[src/rtl/lsse_pkg.sv]
// ----------------------------------------------------------------------------
// lsse_pkg
// Types and constants shared by the led strip spi encoder front, queue and
// back end.
// ----------------------------------------------------------------------------
package lsse_pkg;

  localparam int unsigned LEN_W = 7;   // byte count of one command, up to 64

  typedef enum logic [1:0] {
    KIND_START = 2'd0,
    KIND_PIXEL = 2'd1,
    KIND_END   = 2'd2
  } kind_e;

  localparam logic [1:0] MODE_APA102  = 2'd0;
  localparam logic [1:0] MODE_SK_RGB  = 2'd1;
  localparam logic [1:0] MODE_SK_RGBW = 2'd2;

  localparam logic [7:0] APA_HDR    = 8'hE0;
  localparam logic [7:0] SK_NIBBLES = 8'b1000_1000;
  localparam logic [7:0] BYTE_ONES  = 8'hFF;
  localparam logic [7:0] BYTE_ZERO  = 8'h00;

  localparam logic [LEN_W-1:0] APA_PIX_LEN   = LEN_W'(4);
  localparam logic [LEN_W-1:0] APA_START_LEN = LEN_W'(4);
  localparam logic [LEN_W-1:0] SK_RGB_LEN    = LEN_W'(12);
  localparam logic [LEN_W-1:0] SK_RGBW_LEN   = LEN_W'(16);

  typedef enum logic [1:0] {
    OP_ZEROS = 2'd0,
    OP_ONES  = 2'd1,
    OP_APA   = 2'd2,
    OP_SK    = 2'd3
  } op_e;

  // one classified item: what to send and how many bytes
  typedef struct packed {
    op_e                   op;
    logic [LEN_W-1:0]      len;
    logic [3:0][7:0]       data;
  } cmd_t;

  typedef struct packed {
    logic full;
    logic empty;
  } q_stat_t;

endpackage

[src/rtl/lsse_front.sv]
// ----------------------------------------------------------------------------
// lsse_front
// Accepts input items, keeps the pixel count and turns each item that makes
// bytes into a byte command for the back end.
// ----------------------------------------------------------------------------
module lsse_front #(
  parameter int unsigned MAX_PIXELS     = 1024,
  parameter int unsigned SK_FLUSH_BYTES = 51
) (
  input  logic                clk_i,
  input  logic                rst_ni,
  input  logic                in_valid_i,
  output logic                in_stall_o,
  input  logic [1:0]          kind_i,
  input  logic [7:0]          red_i,
  input  logic [7:0]          green_i,
  input  logic [7:0]          blue_i,
  input  logic [7:0]          white_i,
  input  logic [1:0]          mode_i,
  input  logic [7:0]          bright_i,
  input  logic                q_full_i,
  output logic                push_o,
  output lsse_pkg::cmd_t      cmd_o
);
  import lsse_pkg::*;

  localparam int unsigned CW = $clog2(MAX_PIXELS + 1);

  logic [CW-1:0]    cnt_q, cnt_d;
  logic             accept;
  logic             gen;
  logic             is_apa, is_sk;
  logic [CW:0]      cnt_rnd;
  logic [LEN_W-1:0] flush_len;

  assign in_stall_o = q_full_i;
  assign accept     = in_valid_i && !q_full_i;
  assign is_apa     = (mode_i == MODE_APA102);
  assign is_sk      = (mode_i == MODE_SK_RGB) || (mode_i == MODE_SK_RGBW);

  // ceil(count / 16), at least one byte
  assign cnt_rnd   = {1'b0, cnt_q} + (CW+1)'(15);
  always_comb begin
    flush_len = LEN_W'(cnt_rnd >> 4);
    if (flush_len == '0) begin
      flush_len = LEN_W'(1);
    end
  end

  always_comb begin
    gen         = 1'b0;
    cnt_d       = cnt_q;
    cmd_o.op    = OP_ZEROS;
    cmd_o.len   = APA_START_LEN;
    cmd_o.data  = '0;
    unique case (kind_i)
      KIND_START: begin
        gen = is_apa;
      end
      KIND_PIXEL: begin
        if (is_apa) begin
          gen        = 1'b1;
          cmd_o.op   = OP_APA;
          cmd_o.len  = APA_PIX_LEN;
          cmd_o.data = {red_i, green_i, blue_i, APA_HDR | {3'b000, bright_i[7:3]}};
        end else if (is_sk) begin
          gen        = 1'b1;
          cmd_o.op   = OP_SK;
          cmd_o.len  = (mode_i == MODE_SK_RGBW) ? SK_RGBW_LEN : SK_RGB_LEN;
          cmd_o.data = {white_i, blue_i, red_i, green_i};
        end
        if (accept && (cnt_q < CW'(MAX_PIXELS))) begin
          cnt_d = cnt_q + CW'(1);
        end
      end
      KIND_END: begin
        if (is_apa) begin
          gen       = 1'b1;
          cmd_o.op  = OP_ONES;
          cmd_o.len = flush_len;
        end else if (is_sk) begin
          gen       = 1'b1;
          cmd_o.len = LEN_W'(SK_FLUSH_BYTES);
        end
        if (accept) begin
          cnt_d = '0;
        end
      end
      default: begin
        gen = 1'b0;
      end
    endcase
  end

  assign push_o = accept && gen;

  always_ff @(posedge clk_i or negedge rst_ni) begin
    if (!rst_ni) begin
      cnt_q <= '0;
    end else begin
      cnt_q <= cnt_d;
    end
  end

endmodule

[src/rtl/lsse_queue.sv]
// ----------------------------------------------------------------------------
// lsse_queue
// Two-entry command queue between the front and the back end.
// ----------------------------------------------------------------------------
module lsse_queue (
  input  logic                clk_i,
  input  logic                rst_ni,
  input  logic                push_i,
  input  lsse_pkg::cmd_t      cmd_i,
  input  logic                pop_i,
  output lsse_pkg::cmd_t      cmd_o,
  output lsse_pkg::q_stat_t   stat_o
);
  import lsse_pkg::*;

  cmd_t       mem_q [2];
  logic       wr_ptr_q, rd_ptr_q;
  logic [1:0] cnt_q;
  logic       do_push, do_pop;

  assign stat_o.full  = (cnt_q == 2'd2);
  assign stat_o.empty = (cnt_q == 2'd0);
  assign do_push      = push_i && !stat_o.full;
  assign do_pop       = pop_i && !stat_o.empty;
  assign cmd_o        = mem_q[rd_ptr_q];

  always_ff @(posedge clk_i) begin
    if (do_push) begin
      mem_q[wr_ptr_q] <= cmd_i;
    end
  end

  always_ff @(posedge clk_i or negedge rst_ni) begin
    if (!rst_ni) begin
      wr_ptr_q <= 1'b0;
      rd_ptr_q <= 1'b0;
      cnt_q    <= 2'd0;
    end else begin
      if (do_push) begin
        wr_ptr_q <= ~wr_ptr_q;
      end
      if (do_pop) begin
        rd_ptr_q <= ~rd_ptr_q;
      end
      if (do_push && !do_pop) begin
        cnt_q <= cnt_q + 2'd1;
      end else if (do_pop && !do_push) begin
        cnt_q <= cnt_q - 2'd1;
      end
    end
  end

endmodule

[src/rtl/lsse_back.sv]
// ----------------------------------------------------------------------------
// lsse_back
// Takes byte commands from the queue and sends them one byte per unstalled
// cycle through the output register, scaling and nibble-expanding sk6812 data.
// ----------------------------------------------------------------------------
module lsse_back (
  input  logic                clk_i,
  input  logic                rst_ni,
  input  logic [7:0]          bright_i,
  input  lsse_pkg::cmd_t      cmd_i,
  input  logic                q_empty_i,
  output logic                pop_o,
  output logic                out_valid_o,
  input  logic                out_stall_i,
  output logic [7:0]          spi_byte_o,
  output logic                last_o
);
  import lsse_pkg::*;

  cmd_t             cmd_q;
  logic             busy_q;
  logic [LEN_W-1:0] idx_q;
  logic             out_valid_q, last_q;
  logic [7:0]       byte_q;

  logic             load, emit, is_last;
  logic [7:0]       chan, scaled, shifted, byte_d;
  logic [16:0]      prod;

  assign load    = !out_valid_q || !out_stall_i;
  assign emit    = busy_q && load;
  assign is_last = (idx_q == cmd_q.len - LEN_W'(1));
  assign pop_o   = !q_empty_i && (!busy_q || (emit && is_last));

  // sk6812: channel scaled by (level + 1) / 256, two data bits per byte
  assign chan    = cmd_q.data[idx_q[3:2]];
  assign prod    = 17'(chan) * 17'({1'b0, bright_i} + 9'd1);
  assign scaled  = prod[15:8];
  assign shifted = scaled << {idx_q[1:0], 1'b0};

  always_comb begin
    unique case (cmd_q.op)
      OP_ZEROS: byte_d = BYTE_ZERO;
      OP_ONES:  byte_d = BYTE_ONES;
      OP_APA:   byte_d = cmd_q.data[idx_q[1:0]];
      OP_SK:    byte_d = SK_NIBBLES | {1'b0, shifted[7], 3'b000, shifted[6], 2'b00};
      default:  byte_d = BYTE_ZERO;
    endcase
  end

  always_ff @(posedge clk_i) begin
    if (pop_o) begin
      cmd_q <= cmd_i;
    end
    if (emit) begin
      byte_q <= byte_d;
      last_q <= is_last;
    end
  end

  always_ff @(posedge clk_i or negedge rst_ni) begin
    if (!rst_ni) begin
      busy_q      <= 1'b0;
      idx_q       <= '0;
      out_valid_q <= 1'b0;
    end else begin
      if (emit) begin
        out_valid_q <= 1'b1;
      end else if (load) begin
        out_valid_q <= 1'b0;
      end
      // a new command takes over straight after the last byte of the old one
      if (pop_o) begin
        busy_q <= 1'b1;
        idx_q  <= '0;
      end else if (emit) begin
        idx_q <= idx_q + LEN_W'(1);
        if (is_last) begin
          busy_q <= 1'b0;
        end
      end
    end
  end

  assign out_valid_o = out_valid_q;
  assign spi_byte_o  = byte_q;
  assign last_o      = last_q;

endmodule

[src/rtl/led_strip_spi_encoder.sv]
// ----------------------------------------------------------------------------
// led_strip_spi_encoder
// Encodes frame start, pixel and frame end items into the spi byte stream
// of apa102 or sk6812 led strips.
// ----------------------------------------------------------------------------
// usage:
//   input channel (in_valid_i / in_stall_o) carries one item per transaction:
//   kind plus red, green, blue and white. output channel (out_valid_o /
//   out_stall_i) carries one spi byte per transaction, last_o marks the final
//   byte of an item. items that make no bytes (unknown kind, unknown mode,
//   sk6812 frame start) push no command and at most update the pixel count.
//   the configuration port writes strip_mode (index 0) or brightness
//   (index 1) on cfg_we_i; write only while the block is idle.
//   the first byte of an item passes through the queue, the back end's
//   command register and the output register. throughput is one byte per
//   cycle while the receiver does not stall, set by the single output
//   register: an apa102 pixel is 4 bytes, an sk6812 pixel 12 or 16, a
//   frame end 1 to 64 or the flush length. consecutive items follow each
//   other without a gap while the next is queued. a two-entry command
//   queue sits between input and output; when the receiver stalls, the
//   output holds and input is stalled once it fills. reset clears the
//   pixel count and the queue, sets apa102 mode and full brightness.
// ----------------------------------------------------------------------------
module led_strip_spi_encoder #(
  parameter int unsigned MAX_PIXELS     = 1024,
  parameter int unsigned SK_FLUSH_BYTES = 51
) (
  input  logic       clk_i,
  input  logic       rst_ni,
  input  logic       cfg_we_i,
  input  logic       cfg_idx_i,
  input  logic [7:0] cfg_data_i,
  input  logic       in_valid_i,
  output logic       in_stall_o,
  input  logic [1:0] kind_i,
  input  logic [7:0] red_i,
  input  logic [7:0] green_i,
  input  logic [7:0] blue_i,
  input  logic [7:0] white_i,
  output logic       out_valid_o,
  input  logic       out_stall_i,
  output logic [7:0] spi_byte_o,
  output logic       last_o
);
  import lsse_pkg::*;

  localparam logic CFG_MODE   = 1'b0;
  localparam logic CFG_BRIGHT = 1'b1;

  logic [1:0] mode_q;
  logic [7:0] bright_q;
  logic       push, pop;
  cmd_t       push_cmd, pop_cmd;
  q_stat_t    q_stat;

  always_ff @(posedge clk_i or negedge rst_ni) begin
    if (!rst_ni) begin
      mode_q   <= MODE_APA102;
      bright_q <= 8'hFF;
    end else if (cfg_we_i) begin
      unique case (cfg_idx_i)
        CFG_MODE:   mode_q   <= cfg_data_i[1:0];
        CFG_BRIGHT: bright_q <= cfg_data_i;
        default:    mode_q   <= mode_q;
      endcase
    end
  end

  lsse_front #(
    .MAX_PIXELS     (MAX_PIXELS),
    .SK_FLUSH_BYTES (SK_FLUSH_BYTES)
  ) u_front (
    .clk_i      (clk_i),
    .rst_ni     (rst_ni),
    .in_valid_i (in_valid_i),
    .in_stall_o (in_stall_o),
    .kind_i     (kind_i),
    .red_i      (red_i),
    .green_i    (green_i),
    .blue_i     (blue_i),
    .white_i    (white_i),
    .mode_i     (mode_q),
    .bright_i   (bright_q),
    .q_full_i   (q_stat.full),
    .push_o     (push),
    .cmd_o      (push_cmd)
  );

  lsse_queue u_queue (
    .clk_i  (clk_i),
    .rst_ni (rst_ni),
    .push_i (push),
    .cmd_i  (push_cmd),
    .pop_i  (pop),
    .cmd_o  (pop_cmd),
    .stat_o (q_stat)
  );

  lsse_back u_back (
    .clk_i       (clk_i),
    .rst_ni      (rst_ni),
    .bright_i    (bright_q),
    .cmd_i       (pop_cmd),
    .q_empty_i   (q_stat.empty),
    .pop_o       (pop),
    .out_valid_o (out_valid_o),
    .out_stall_i (out_stall_i),
    .spi_byte_o  (spi_byte_o),
    .last_o      (last_o)
  );

  // no command is pushed into a full queue
  a_no_push_full: assert property (@(posedge clk_i) disable iff (!rst_ni)
    push |-> !q_stat.full)
    else $error("command pushed into full queue");

  // the back end never pops an empty queue
  a_no_pop_empty: assert property (@(posedge clk_i) disable iff (!rst_ni)
    pop |-> !q_stat.empty)
    else $error("command popped from empty queue");

  // a push without a pop leaves the queue non-empty
  a_push_fills: assert property (@(posedge clk_i) disable iff (!rst_ni)
    (push && !pop) |=> !q_stat.empty)
    else $error("pushed command lost");

  // the input stays stalled while a full queue is not popped
  a_stall_full: assert property (@(posedge clk_i) disable iff (!rst_ni)
    (q_stat.full && !pop) |=> in_stall_o)
    else $error("input taken while queue full");

endmodule
[config.mk]
export PLATFORM = sky130hd
export DESIGN_NAME = led_strip_spi_encoder
export DESIGN_NICKNAME = d
export VERILOG_FILES = /design/src/rtl/lsse_pkg.sv /design/src/rtl/lsse_front.sv /design/src/rtl/lsse_queue.sv /design/src/rtl/lsse_back.sv /design/src/rtl/led_strip_spi_encoder.sv
export SDC_FILE = /design/constraint.sdc
export NUM_CORES = 1
export LEC_CHECK = 0
export BUFFER_PORTS_ARGS = -buffer_cell sky130_fd_sc_hd__buf_4
export CORE_ASPECT_RATIO = 0.9
export CORE_MARGIN = 1.5
export CORE_UTILIZATION = 54
export CTS_BUF_LIST = sky130_fd_sc_hd__clkbuf_8
export CTS_CLUSTER_SIZE = 25
export DETAILED_ROUTE_END_ITERATION = 8
export PLACE_DENSITY = 0.83
export SYNTH_ARGS = -nofsm -noshare
export SYNTH_HDL_FRONTEND = slang
export SYNTH_SLANG_ARGS = --single-unit
[constraint.sdc]
create_clock -name clk_i -period 13.9 [get_ports clk_i]
set_input_delay 1.39 -clock clk_i [delete_from_list [all_inputs] [get_ports clk_i]]
set_output_delay 1.39 -clock clk_i [all_outputs]
set_load 0.02 [all_outputs]
==> qor.yml, run 1 <==
status: "completed"
tightest_slew_ps: 1010
arrival_ps: 6730
yosys.cell_types.count: 59
initial_core_util: 0.557
rr_worst_depth: 18
rsz0062_at_grt: "false"
min-delay-start: "u_back.busy_q"
tns_ps: 0
setup_viol: 0
clock_path_buffers: 2
crit_top_cell: "fa_1"
slew_violations: 0
synth_edf_count: 132
final_net_count: 1003
layout_min_cycle_time_ps: 6540
io_pins: 59
r2r-start: "u_back.idx_q[3]"
synthFlopType: "edfxtp_1"
cts_made_buffers: 17
min-delay-path-class: "flip-flop to flip-flop"
vias: 6257
drive_above_1_share: 0.217
ys.warnings.count: 0
avgSynthCellArea_sq_um: 12.1
gp_congestion: 0.909
ant_nets: 0
antenna_cells: 0
grt_pass1_vias: 6442
grt_start_max_net_pins: 51
layout_commonest_cell: "edfxtp_1"
endpoint_kind: "flip-flop"
drv_cap: 0
critical_path.startpoint: "u_back.idx_q[3]"
critPathLaunchType: "flip-flop"
grt_overflow: 0
wire_per_inst_um: 17.6
first_pass_iters: 6
route.detailed.drc: 0
min_to: "u_back.out_valid_o"
hold_violations: 0
clkLatencyLatePin_ps: 450
syn_nets: 955
path_delay_family: "adder cells"
via_per_inst: 5.59
critPathBufInv: 3
synth_seq_area_share: 0.487
numPortBuffers: 58
die_h_um: 132
grt_pass1_wl_um: 32200
crit_path_cell_trace: "mux2_2 > o21ai_1 > or2_2 > fa_1 > fa_1 > inv_1 > fa_1 > inv_1 > fa_1 > inv_1 > ha_1 > o21a_1 > or2_2 > a31oi_1 > a31oi_1 > a41oi_1 > xnor2_1 > o221ai_1"
antenna_found_initial: 0
worstSetupPathType: "flip-flop to flip-flop"
layout_common_cells: "edfxtp_1, nor2_1, inv_1"
holdPathStages: 1
dp.final_hpwl_um: 14100
skew_ps: 14.2
cts_tree: "yes"
crit_fanout: 21
cp_slowest_stage_delay_ps: 960
cts.sinks: 166
synthArstFlopShare: 0.205
die_w_um: 146
cp_data_required_time_ps: 14090
synth_seq_cells: 166
die-area_sq_um: 19200
grt_usage: 0.214
cts_htree_levels: 4
postSynthCellCount: 819
core_sq_um: 17800
rows: 46
r2r_end: "u_back.spi_byte_o[6]"
drt_wl_total_um: 19700
clkTransAtPathRegs_ps: 100
netlist_area_sq_um: 9910
r2r_setup_slack_ps: 7360
max_freq_mhz: 153
slew_headroom: 0.325
cts_resized: 0
worst_path_max_delay_cell: "dfrtp_1"
postCtsSetupRepairBufs: 0
cts_root_buf: "clkbuf_8"
drt_iter0_drc: 411
fin_crit_sh: 0.471
postCtsHoldBufs: 0
area_growth_pct: 10.8
-- cell type report --
cell class / instances / area, sq um
Clock buffer: 17 / 234
Clock inverter: 15 / 193
Fill cell: 1340 / 6800
Inverter: 69 / 259
Multi-Input combinational cell: 548 / 4690
Sequential cell: 166 / 4820
Tap cell: 240 / 300
Timing Repair Buffer: 65 / 488
-- logic make-up (layout without fill, tap and decap cells) --
family,Yosys count,after routing,synth area share
simple gates,234,234,0.113
mux,95,95,0.117
fa+ha+maj,89,89,0.142
xor+xnor,52,52,0.0467
compound gates,78,78,0.0524
buf+inv,105,166,0.0415
flops,166,166,0.487
-- cells in the mapped netlist (all sizes together), types with 2 or more instances --
cell type    n  share of area
a22oi       11         0.0083
fa          40          0.081
o21ai       21          0.011
buf          9         0.0052
nand2b       8         0.0050
and2         5         0.0032
nor2b       22          0.014
dfstp        8          0.021
and3         5         0.0037
a21oi       13         0.0066
nand4       12         0.0076
ha          48          0.061
or3          2         0.0013
or2          9         0.0057
mux4        11          0.025
o31ai        2         0.0015
nor3         8         0.0040
edfxtp     132           0.40
clkbuf      27          0.010
nor2       109          0.041
xnor2       27          0.024
inv         69          0.026
a31o         2         0.0018
mux2i       28          0.028
a31oi        8         0.0050
nor4         2         0.0013
nand3       14         0.0071
and4b        2         0.0020
mux2        56          0.064
a21o         5         0.0038
xor2        25          0.023
nor3b        4         0.0030
dfrtp       26          0.066
nand2       28          0.011
o21a         4         0.0030
-- layer usage --
layer,vias up,global-route usage,part of all wire
met2,176,0.358,0.48
li1,2961,-,-
met3,32,0.0503,0.057
met4,0,0.0845,0.018
met5,-,0,0
met1,3088,0.268,0.44
-- metrics by stage --
| step | instances | hold slack [ps] | cell area (sq um) | setup slack (ps) | util |
|---|---|---|---|---|---|
| after global routing | 1120 | 545 | 11000 | 7030 | 0.618 |
| final | 1120 | 515 | 11000 | 7360 | 0.618 |
| after detailed placement | 1088 | 495 | 10600 | 7440 | 0.594 |
| after floorplan | 819 | 456 | 9910 | 7600 | - |
| after CTS | 1120 | 519 | 11000 | 7430 | 0.618 |
| after global placement | 1088 | 483 | 10600 | 7580 | 0.594 |
-- worst max-delay path by stage --
stage	to	slack, ps	depth (start not counted)
2_1_floorplan	u_queue.mem_q[0][0]	7600	4
3_3_place_gp	u_back.spi_byte_o[2]	7580	18
3_5_place_dp	u_back.spi_byte_o[6]	7440	18
4_1_cts	u_back.spi_byte_o[6]	7430	18
5_1_grt	u_back.spi_byte_o[6]	7030	18
6_report	u_back.spi_byte_o[6]	7360	18
-- registers in the layout, summed over array words and instances (netlist names) --
register / cells
bright_q: 8
mode_q: 2
u_back.busy_q: 1
u_back.cmd_q: 41
u_back.idx_q: 7
u_back.last_o: 1
u_back.out_valid_o: 1
u_back.spi_byte_o: 8
u_front.cnt_q: 11
u_queue.cnt_q: 2
u_queue.mem_q: 82
u_queue.rd_ptr_q: 1
u_queue.wr_ptr_q: 1
Power of run 1 is not shown: default switching activity piles up to over one toggle a cycle in this logic, so the estimate is an artifact.
==> run 2: changes to the inputs <==
- PLACE_DENSITY: 0.83 -> 0.86
- clock period: 13.9 -> 5.4 ns (I/O delays scaled with it)
==> qor.yml, run 2 (synthesis gave the netlist of run 1 again) <==
tightest_slew_ps: 1060
gp_congestion: 0.932
fin_crit_sh: 1.01
numPortBuffers: 58
status: "complete, but fails checks"
die_h_um: 132
die_w_um: 146
grt_usage: 0.223
initial_core_util: 0.557
max_freq_mhz: 183
area_growth_pct: 16.3
nFillCells: 1266
grt_pass1_vias: 6843
setup_viol: 1
pre_cts_ws_ps: -69.7
clkTransAtPathRegs_ps: 100
final_net_count: 1048
grt_pass1_wl_um: 33500
skew_ps: 16.4
slew_violations: 0
rsz0062_at_grt: "true"
worstSetupPathType: "flip-flop to flip-flop"
rr_worst_depth: 19
arrival_ps: 5660
regMostFlops: "u_queue.mem_q"
cts_tree: "yes"
largestRegisters: "u_queue.mem_q: 82 flops, u_back.cmd_q: 41 flops, u_front.cnt_q: 11 flops"
drt_iter0_drc: 538
rows: 46
dp.final_hpwl_um: 14600
endpoint_kind: "flip-flop"
hold_violations: 0
r2r-start: "bright_q[0]"
critical_path.startpoint: "bright_q[0]"
route.detailed.drc: 0
cts_root_buf: "clkbuf_8"
wire_per_inst_um: 18.0
final_core_util: 0.648
core_sq_um: 17800
critPathLaunchType: "flip-flop"
io_pins: 59
antenna_found_initial: 0
ant_nets: 0
grt_start_max_net_pins: 51
antenna_cells: 0
min-delay-path-class: "input pin to async pin"
grt_overflow: 0
layout_commonest_cell: "edfxtp_1"
worst_slack_ps: -52.0
violations: "negative setup slack"
r2r_end: "u_back.spi_byte_o[2]"
drt_wl_total_um: 20900
first_pass_iters: 5
crit_end: "u_back.spi_byte_o[2]"
r2r_setup_slack_ps: -50
cp_data_required_time_ps: 5610
drv_cap: 0
vias: 6545
layout_common_cells: "edfxtp_1, buf_4, nor2_1"
largest_reg_flops: 82
cts_made_buffers: 17
clkLatencyLatePin_ps: 460
slew_headroom: 0.295
layout_min_cycle_time_ps: 5450
crit_fanout: 5
clock_path_buffers: 2
die-area_sq_um: 19200
via_per_inst: 5.62
cts.sinks: 166
cts_htree_levels: 4
drive_above_1_share: 0.286
[run 2: changes by cell type in the layout (fill, tap and decap cells not counted), sizes merged]
cell and change:
buf +45, bufinv -3, clkinvlp +2, inv +2, clkinv -1
[run 2: worst min path at each step]
| stage | end | from | slack (ps) | depth (start not counted) |
|---|---|---|---|---|
| after detailed placement | u_back.busy_q | u_back.busy_q | 500 | 2 |
| after floorplan | mode_q[0] | rst_ni | 240 | 0 |
| after global routing | u_queue.cnt_q[0] | rst_ni | 20 | 1 |
| after global placement | u_back.out_valid_o | u_back.busy_q | 480 | 1 |
| after CTS | mode_q[1] | rst_ni | 20 | 1 |
| final | u_queue.cnt_q[1] | rst_ni | 30 | 1 |
[run 2: layout make-up]
cell class	count	area [sq um]	share of cell area
multi-input cells	548	4920	0.427
flip-flops and latches	166	4820	0.419
repair buffers	110	845	0.0733
well taps	240	300	0.0261
inverters	69	259	0.0225
clock buffers	17	234	0.0203
clock inverters	15	141	0.0123
[run 2: per-layer routing]
metal	wire length [um]	vias to the layer above	GRT usage
met2	10500	230	0.385
met4	835	0	0.0992
met1	8430	3198	0.273
li1	-	3051	-
met3	1180	66	0.0427
met5	0	-	0
[run 2: metrics by stage]
step / instance area (sq um) / TNS [ps] / hold WS, ps / std cells
3_3_place_gp: 10900 / 0 / 483 / 1118
2_1_floorplan: 9990 / 0 / 244 / 819
5_1_grt: 11500 / -349 / 16.3 / 1165
4_1_cts: 11300 / 0 / 16.3 / 1155
6_report: 11500 / -52.0 / 28.0 / 1165
3_5_place_dp: 10900 / -73.9 / 501 / 1118
[run 2: worst max-delay path, stage by stage, from the launching register on]
cell     delay [ps]
dfstp_2         600
buf_4           140
nand3_4          90
xor2_4          220
or2_2           300
fa_1            470
fa_1            540
inv_2            50
fa_1            500
inv_1            50
fa_1            510
inv_2            40
ha_4            210
o21a_1          190
or2_4           260
a31oi_4         250
nand4_1         140
nor3b_2         190
o221a_1         240
a211o_1         220
[run 2: repair_timing]
action / 4_1_cts / 5_1_grt
endpoints found under the hold margin: 0 / 0
hold buffers: 0 / 0
pin swaps: 11 / 31
gates resized for setup: 16 / 25
setup endpoints to repair: 2 / 2
buffers inserted: 5 / 10
Power of run 2 is left out for the same reason.
==> run 3: changes to the inputs <==
- BUFFER_PORTS_ARGS: -buffer_cell sky130_fd_sc_hd__buf_4 -> not set
- DONT_BUFFER_PORTS: not set -> 1
- PLACE_DENSITY: 0.86 -> 0.8
- clock period: 5.4 -> 6.93 ns (I/O delays scaled with it)
==> qor.yml, run 3 (synthesis gave the netlist of run 1 again) <==
status: "completed"
die_w_um: 146
dp.cells: 1034
worstSetupPathType: "flip-flop to flip-flop"
slew_violations: 0
path_delay_family: "adder cells"
hold_violations: 0
layout_common_cells: "edfxtp_1, nor2_1, inv_1"
cp_slowest_stage_delay_ps: 650
tightest_slew_ps: 905
r2r_setup_slack_ps: 760
rsz0062_at_grt: "false"
crit_top_cell: "fa_1"
wire_per_inst_um: 18.1
largest_reg_flops: 82
arrival_ps: 6380
grt_pass1_wl_um: 31800
cts_tree: "yes"
critPathLaunchType: "flip-flop"
cts.sinks: 166
cts_made_buffers: 17
drt_iter0_drc: 471
final_cells: 1067
drt_wl_total_um: 19400
ant_nets: 0
grt_overflow: 0
clock_path_buffers: 2
rows: 46
clkLatencyLatePin_ps: 460
grt_usage: 0.214
critPathBufInv: 3
cts_htree_levels: 4
via_per_inst: 5.64
initial_core_util: 0.557
cp_data_required_time_ps: 7140
antenna_found_initial: 0
cts_resized: 0
drive_above_1_share: 0.163
fin_crit_sh: 0.891
crit_path_cell_trace: "ha_1 > nand3_1 > xor2_1 > or2_2 > fa_1 > fa_1 > inv_1 > fa_1 > inv_1 > fa_1 > inv_1 > ha_1 > o21a_1 > or2_2 > a31oi_1 > a31oi_1 > a31oi_1 > xnor2_1 > a211o_1"
tns_ps: 0
cts_root_buf: "clkbuf_8"
skew_ps: 12.6
dp.final_hpwl_um: 14100
antenna_cells: 0
postCtsSetupRepairBufs: 0
layout_min_cycle_time_ps: 6170
slew_headroom: 0.397
crit_fanout: 11
worst_path_max_delay_cell: "dfstp_2"
postCtsHoldBufs: 1
vias: 6021
area_growth_pct: 6.34
first_pass_iters: 4
regMostFlops: "u_queue.mem_q"
max_freq_mhz: 162
largestRegisters: "u_queue.mem_q: 82 flops, u_back.cmd_q: 41 flops, u_front.cnt_q: 11 flops"
clkTransAtPathRegs_ps: 90
route.detailed.drc: 0
numPortBuffers: 0
die_h_um: 132
min-delay-path-class: "input pin to async pin"
setup_viol: 0
endpoint_kind: "flip-flop"
grt_pass1_vias: 6161
grt_start_max_net_pins: 51
die-area_sq_um: 19200
drv_cap: 0
core_sq_um: 17800
final_net_count: 950
layout_commonest_cell: "edfxtp_1"
gp_congestion: 0.887
io_pins: 59
run 3: metrics by stage:
| stage | instance area [sq um] | setup WS, ps | util | hold WS (ps) |
|---|---|---|---|---|
| finish | 10500 | 758 | 0.593 | 42.9 |
| CTS | 10500 | 766 | 0.593 | 14.0 |
| global placement | 10200 | 1010 | 0.571 | 398 |
| detailed placement | 10200 | 835 | 0.571 | 398 |
| floorplan | 9910 | 1050 | - | 397 |
| global route | 10500 | 491 | 0.593 | 18.9 |
run 3: layout make-up:
type	count	area, sq um
Fill cell	1399	7240
Clock buffer	17	234
Sequential cell	166	4820
Inverter	69	259
Timing Repair Buffer	12	103
Tap cell	240	300
Multi-Input combinational cell	548	4690
Clock inverter	15	133
run 3: worst paths after layout:
check / cells past startpoint / end / from
min in group clk_i: 2 / mode_q[0] / cfg_data_i[0]
max in group asynchronous: 1 / u_queue.rd_ptr_q / rst_ni
setup reg to reg: 19 / u_back.spi_byte_o[2] / bright_q[0]
hold reg to reg: 1 / u_back.out_valid_o / u_back.busy_q
setup / recovery: 19 / u_back.spi_byte_o[2] / bright_q[0]
hold / removal: 1 / u_queue.wr_ptr_q / rst_ni
run 3: per-layer routing:
layer	GRT usage	vias to the layer above	wire length [um]
met4	0.0748	0	346
li1	-	2858	-
met3	0.0531	23	1140
met5	0	-	0
met1	0.281	2994	8500
met2	0.346	146	9370
run 3: worst reg2reg max path: cells and delay by family, from the launching register on:
kind / cells / cell delay [ps]
compound gates: 5 / 1270
xor+xnor: 2 / 630
fa+ha+maj: 6 / 2580
buf+inv: 3 / 170
flops: 1 / 650
simple gates: 3 / 630
Power of run 3 is left out for the same reason.
